File: config.mk
export PLATFORM = sky130hd
export DESIGN_NAME = ple_cell
export DESIGN_NICKNAME = d
export VERILOG_FILES = /design/src/design/ple_pkg.sv /design/src/design/ple_cell.sv
export SDC_FILE = /design/constraint.sdc
export NUM_CORES = 1
export LEC_CHECK = 0
export CAP_MARGIN = 30
export CORE_AREA = 2 2 66 68
export DETAILED_ROUTE_END_ITERATION = 8
export DIE_AREA = 0 0 68 70
export DONT_BUFFER_PORTS = 1
export MAX_ROUTING_LAYER = met4
export SYNTH_ARGS = -nofsm -noshare
export SYNTH_HDL_FRONTEND = slang
export SYNTH_SLANG_ARGS = --single-unit
export TNS_END_PERCENT = 20
File: constraint.sdc
create_clock -name clk -period 2.65 [get_ports clk]
set_input_delay 0.3975 -clock clk [delete_from_list [all_inputs] [get_ports clk]]
set_output_delay 0.3975 -clock clk [all_outputs]
set_load 0.05 [all_outputs]
File: src/design/ple_pkg.sv
package ple_pkg;

    localparam int CAPACITY_DEF   = 64;
    localparam int ITEM_WIDTH_DEF = 32;
    localparam int TREE_FANIN     = 8;
    localparam int TREE_MAX_LVL   = 16;

    typedef enum logic [1:0] {
        ACT_INSERT = 2'd0,
        ACT_DELETE = 2'd1,
        ACT_READ   = 2'd2,
        ACT_CLEAR  = 2'd3
    } action_t;

    typedef enum logic [1:0] {
        ST_OK     = 2'd0,
        ST_FULL   = 2'd1,
        ST_EMPTY  = 2'd2,
        ST_BADPOS = 2'd3
    } status_t;

    typedef struct packed {
        logic ins_en;
        logic del_en;
        logic sel_en;
    } cell_ctl_t;

    // node count of one level of the or tree, level 0 being the leaves
    function automatic int level_width(input int leaves, input int lvl);
        int w;
        w = leaves;
        for (int i = 0; i < TREE_MAX_LVL; i++)
        begin
            if (i < lvl)
            begin
                w = (w + TREE_FANIN - 1) / TREE_FANIN;
            end
        end
        return w;
    endfunction

    function automatic int tree_levels(input int leaves);
        int w;
        int lv;
        w  = leaves;
        lv = 0;
        for (int i = 0; i < TREE_MAX_LVL; i++)
        begin
            if (w > 1 || lv == 0)
            begin
                w  = (w + TREE_FANIN - 1) / TREE_FANIN;
                lv = lv + 1;
            end
        end
        return lv;
    endfunction

    // first node index of a level in the flattened node array
    function automatic int level_offset(input int leaves, input int lvl);
        int off;
        off = 0;
        for (int i = 1; i < TREE_MAX_LVL; i++)
        begin
            if (i < lvl)
            begin
                off = off + level_width(leaves, i);
            end
        end
        return off;
    endfunction

endpackage

File: src/design/ple_cell.sv
module ple_cell #(
    parameter int ITEM_WIDTH = ple_pkg::ITEM_WIDTH_DEF,
    parameter int IDX_W      = 6,
    parameter int INDEX      = 0
) (
    input  logic                  clk,
    input  ple_pkg::cell_ctl_t    ctl,
    input  logic [IDX_W-1:0]      sel_idx,
    input  logic [ITEM_WIDTH-1:0] ins_value,
    input  logic [ITEM_WIDTH-1:0] lower_value,
    input  logic [ITEM_WIDTH-1:0] upper_value,
    output logic [ITEM_WIDTH-1:0] value,
    output logic [ITEM_WIDTH-1:0] tap
);

    localparam logic [IDX_W-1:0] MY_IDX = IDX_W'(INDEX);

    logic [ITEM_WIDTH-1:0] value_reg;
    logic [ITEM_WIDTH-1:0] value_next;
    logic                  above;
    logic                  here;

    assign here  = (sel_idx == MY_IDX);
    assign above = (MY_IDX > sel_idx);

    always_comb
    begin
        value_next = value_reg;
        if (ctl.ins_en)
        begin
            if (here)
            begin
                value_next = ins_value;
            end
            else if (above)
            begin
                value_next = lower_value;
            end
        end
        else if (ctl.del_en)
        begin
            if (here || above)
            begin
                value_next = upper_value;
            end
        end
    end

    always_ff @(posedge clk)
    begin
        value_reg <= value_next;
    end

    assign value = value_reg;
    assign tap   = (ctl.sel_en && here) ? value_reg : '0;

endmodule

Yosys cells after proc, flatten, opt, wreduce, memory -nomap -nowiden
Index checks and enable logic that the tools add are counted.
{"block": "classes", "magnitude_cmp": 1, "n_eq_ne": 1, "muxes": 6, "reduce_logical": 6}
{"operator": "$mux W32", "count": 6}
{"operator": "$gt A1 B6 Y1 const A", "count": 1}
{"operator": "$logic_not A6 Y1", "count": 1}
{"operator": "$reduce_bool A2 Y1", "count": 2}
{"operator": "$ne A3 B1 Y1 const B", "count": 1}
{"operator": "$reduce_and A3 Y1", "count": 1}
{"operator": "$logic_and A1 B1 Y1", "count": 1}
{"operator": "$logic_or A1 B1 Y1", "count": 1}
{"block": "totals", "regBits": 32, "inputBits": 106, "out_inout_bits": 64, "word_cells": 15}

Logic depth before layout (Yosys ltp)
{"block": "depth", "ltp_word": 5, "mapped_depth": 4, "depth_no_buf": 3}

Least setup slack after synthesis
OpenSTA, ideal clock, no wires.
{"block": "synth_path", "path_type": "input port to flip-flop", "startpoint": "input port sel_idx[3]", "endpoint": "register value_reg[0], in the netlist value[0] (enable)", "arrival_ns": 2.041, "slack_ns": 0.218, "path_stages": 4, "path_buffers": 1, "path_cell_list": "or4_4 -> nor2_4 -> buf_6 -> o21a_1"}
{"block": "synth_between", "elab_chain_cells": 4}
{"element": "start: declaration", "line": "ple_cell.sv:8", "rtl": "input logic [IDX_W-1:0] sel_idx,"}
{"element": "$gt A1 B6 Y1 / $logic_not A6 Y1 (equally long branches)", "line": "ple_cell.sv:24, ple_cell.sv:23"}
{"element": "$logic_or A1 B1 Y1", "line": "ple_cell.sv:42", "rtl": "if (here || above)"}
{"element": "$reduce_bool A2 Y1 (no line)"}
{"element": "$reduce_and A3 Y1 (no line) (*)"}
{"element": "end signal: assignment", "line": "ple_cell.sv:51", "rtl": "value_reg <= value_next;"}
{"element": "end: declaration", "line": "ple_cell.sv:18", "rtl": "logic [ITEM_WIDTH-1:0] value_reg;"}
Every way passes the cells marked *; elsewhere a longest branch is shown, timed or not.
A chain may end at the register's enable or synchronous reset.

Worst setup path after layout
{"block": "layout_path", "startpoint": "input port sel_idx[3]", "endpoint": "output port tap[7]"}
{"block": "layout_between", "elab_chain_cells": 3}
{"element": "$logic_not A6 Y1", "line": "ple_cell.sv:23", "rtl": "assign here = (sel_idx == MY_IDX);"}
{"element": "$logic_and A1 B1 Y1", "line": "ple_cell.sv:55", "rtl": "assign tap = (ctl.sel_en && here) ? value_reg : '0;"}
{"element": "$mux W32", "line": "ple_cell.sv:55"}
{"element": "end: declaration", "line": "ple_cell.sv:13", "rtl": "output logic [ITEM_WIDTH-1:0] tap"}
Every way passes these cells.

==> flow_summary.toml <==
[clock_network]
ctsHoldBuffers = 0
clkSinkCount = 32
cts_made_buffers = 5
clockBufferDepth = 2
htreeDepth = 2
root_buffer = "clkbuf_8"
cts_resized = 0
cts.reportedPaths.clkPinSlew_ps = 60
cts_tree = "yes"
post_cts_buffers = 0

[power_and_ir_drop]
seq_power_share_pct = 57.3
combPwrFrac_pct = 9.4
p_sw_uw = 235
p_sw_share_pct = 22.9
ir_drop_mv = 0.224
power.density_nw_per_um2 = 378
p_int_uw = 788
p_clk_share_pct = 33.3
leakage_uw = 0.000985

[worst_setup_path]
cp.required_ps = 2250
critPathKind = "primary input to output port"
end_kind = "output port"
crit_slowest_cell = "or4_4"
worst-path-max-fanout = 33
worstPathCellList = "or4_4 -> nor2_4 -> and3_1 -> buf_12"
startpoint_type = "primary input"
cpPeakStageDelay_ps = 540
arrival_ps = 1880

[place]
io_buffers = 0
gp_congestion = 0.818
place_hpwl_um = 4360

[final_layout]
nets = 350
seq_area_sq_um = 961
largest_reg_flops = 32
multi_input_area_sq_um = 905
drive_gt1_share_pct = 19.6
area_growth_pct = 36.9
antenna_cells = 0
fillers = 316

[global_routing]
grtUsageMet2_pct = 43.3
grt_usage_pct = 25.3
antenna_found_initial = 0
grt_max_degree = 66
overflow = 0
use_met3_pct = 6.12
met1_usage_pct = 29.0
grt_pass1_vias = 1846
grt_pass1_wl_um = 8910
busiest_layer = "met2"

[yosys]
synth_seq_cells = 32
syn_area_sq_um = 1970
syn_nets = 329
ys_seq_area_share_pct = 48.7
yosysWarnings = 0
synth.distinct_cells = 14
synthCells = 223
syn_avg_cell_area_sq_um = 8.85

[sta]
maxSlewViolCount = 0
timing.fmax_mhz = 438
relSlewSlack_pct = 57.7
period_share_pct = 86.1
rsz0062_at_grt = "no"
finalHoldViolations = 0
hold_ws_ps = 348
min_period_ps = 2280
setup_tns_ps = 0
setup_viol = 0
tightest_slew_ps = 634

[route]
dr.pass1.iters = 4
postRouteAntennaNets = 0
routedWlPerCell_um = 19.7
vias = 1946
viasPerCell = 6.55
drt-initial-drc-count = 376
wl_um = 5860
drc = 0

[floorplan]
die_w_um = 68
row_count = 24
die_h_um = 70
core_area_sq_um = 4140
num_io_pins = 170
dieArea_sq_um = 4760
initial_core_util_pct = 47.6

[run]
max_cap_viol_count = 0

[worst_hold_path]
hp-class = "primary input to flip-flop"

[status]
status = "completed"
## final timing paths
check	start	to	slack (ps)	cells past startpoint
max	sel_idx[3]	tap[7]	370	4
min	ctl[2]	value[6]	350	1
## cells in the final DEF (no fill, tap or decap), types with 2 or more instances in the layout
cell type   n
nor2_1     32
nand3_1    32
a31oi_1    32
o21ai_0    32
clkbuf_1    2
edfxtp_1   32
buf_12     32
buf_4       7
and3_1     32
clkbuf_8    5
## through the flow
step | setup WS, ps | instance area, sq um | utilization (%) | cells | total power, uW
floorplan | 218 | 1970 | - | 223 | 682
CTS | 376 | 2700 | 65.2 | 297 | 1030
global placement | 435 | 2620 | 63.3 | 289 | 686
global route | 279 | 2700 | 65.2 | 297 | 1070
detailed placement | 376 | 2620 | 63.3 | 289 | 692
finish | 369 | 2700 | 65.2 | 297 | 1020
## layout make-up
| class | instances | share of cell area (%) |
|---|---|---|
| sequential | 32 | 35.5 |
| clock buffer | 7 | 2.82 |
| tap | 52 | 2.41 |
| clock inverter | 1 | 0.139 |
| multi-input combinational | 166 | 33.5 |
| timing repair buffer | 39 | 25.6 |
## critical path, delay by kind of cell
kind                   cells  cell delay [ps]
and+or+nand+nor            3             1340
buffers and inverters      1              150
## power by group through the flow
stage	combinational (uW)	clock (uW)	sequential [uW]
after global placement	89.9	0	596
after floorplan	86.5	0	595
final	95.8	341	586
after global routing	106	377	586
after CTS	95.2	348	586
after detailed placement	95.5	0	597
## cells in the mapped netlist
cell type | instances | area (sq um)
clkbuf_1 | 19 | 71.3
nor4_2 | 1 | 12.5
or2_0 | 1 | 6.26
nand3_1 | 32 | 160
buf_6 | 3 | 33.8
o21ai_0 | 32 | 160
buf_2 | 3 | 15.0
edfxtp_1 | 32 | 961
and3_1 | 32 | 200
or4_4 | 1 | 11.3
nor2_4 | 1 | 11.3
nor2_1 | 33 | 124
o21a_1 | 1 | 7.51
a31oi_1 | 32 | 200
## logic make-up (layout without fill, tap and decap cells)
| logic type | Yosys count | after routing | synth area share [%] |
|---|---|---|---|
| AO/OA/AOI/OAI | 65 | 65 | 18.6 |
| buffers and inverters | 25 | 47 | 6.08 |
| flip-flops | 32 | 32 | 48.7 |
| AND/OR/NAND/NOR | 101 | 101 | 26.6 |
## metal layers
layer  vias to the layer above  wire, um
li1                        883         -
met1                       894      1960
met2                       153      3110
met3                        16       701
met4                         0        89
met5                         -         0
Note: power is estimated with default switching activity, not from simulation.
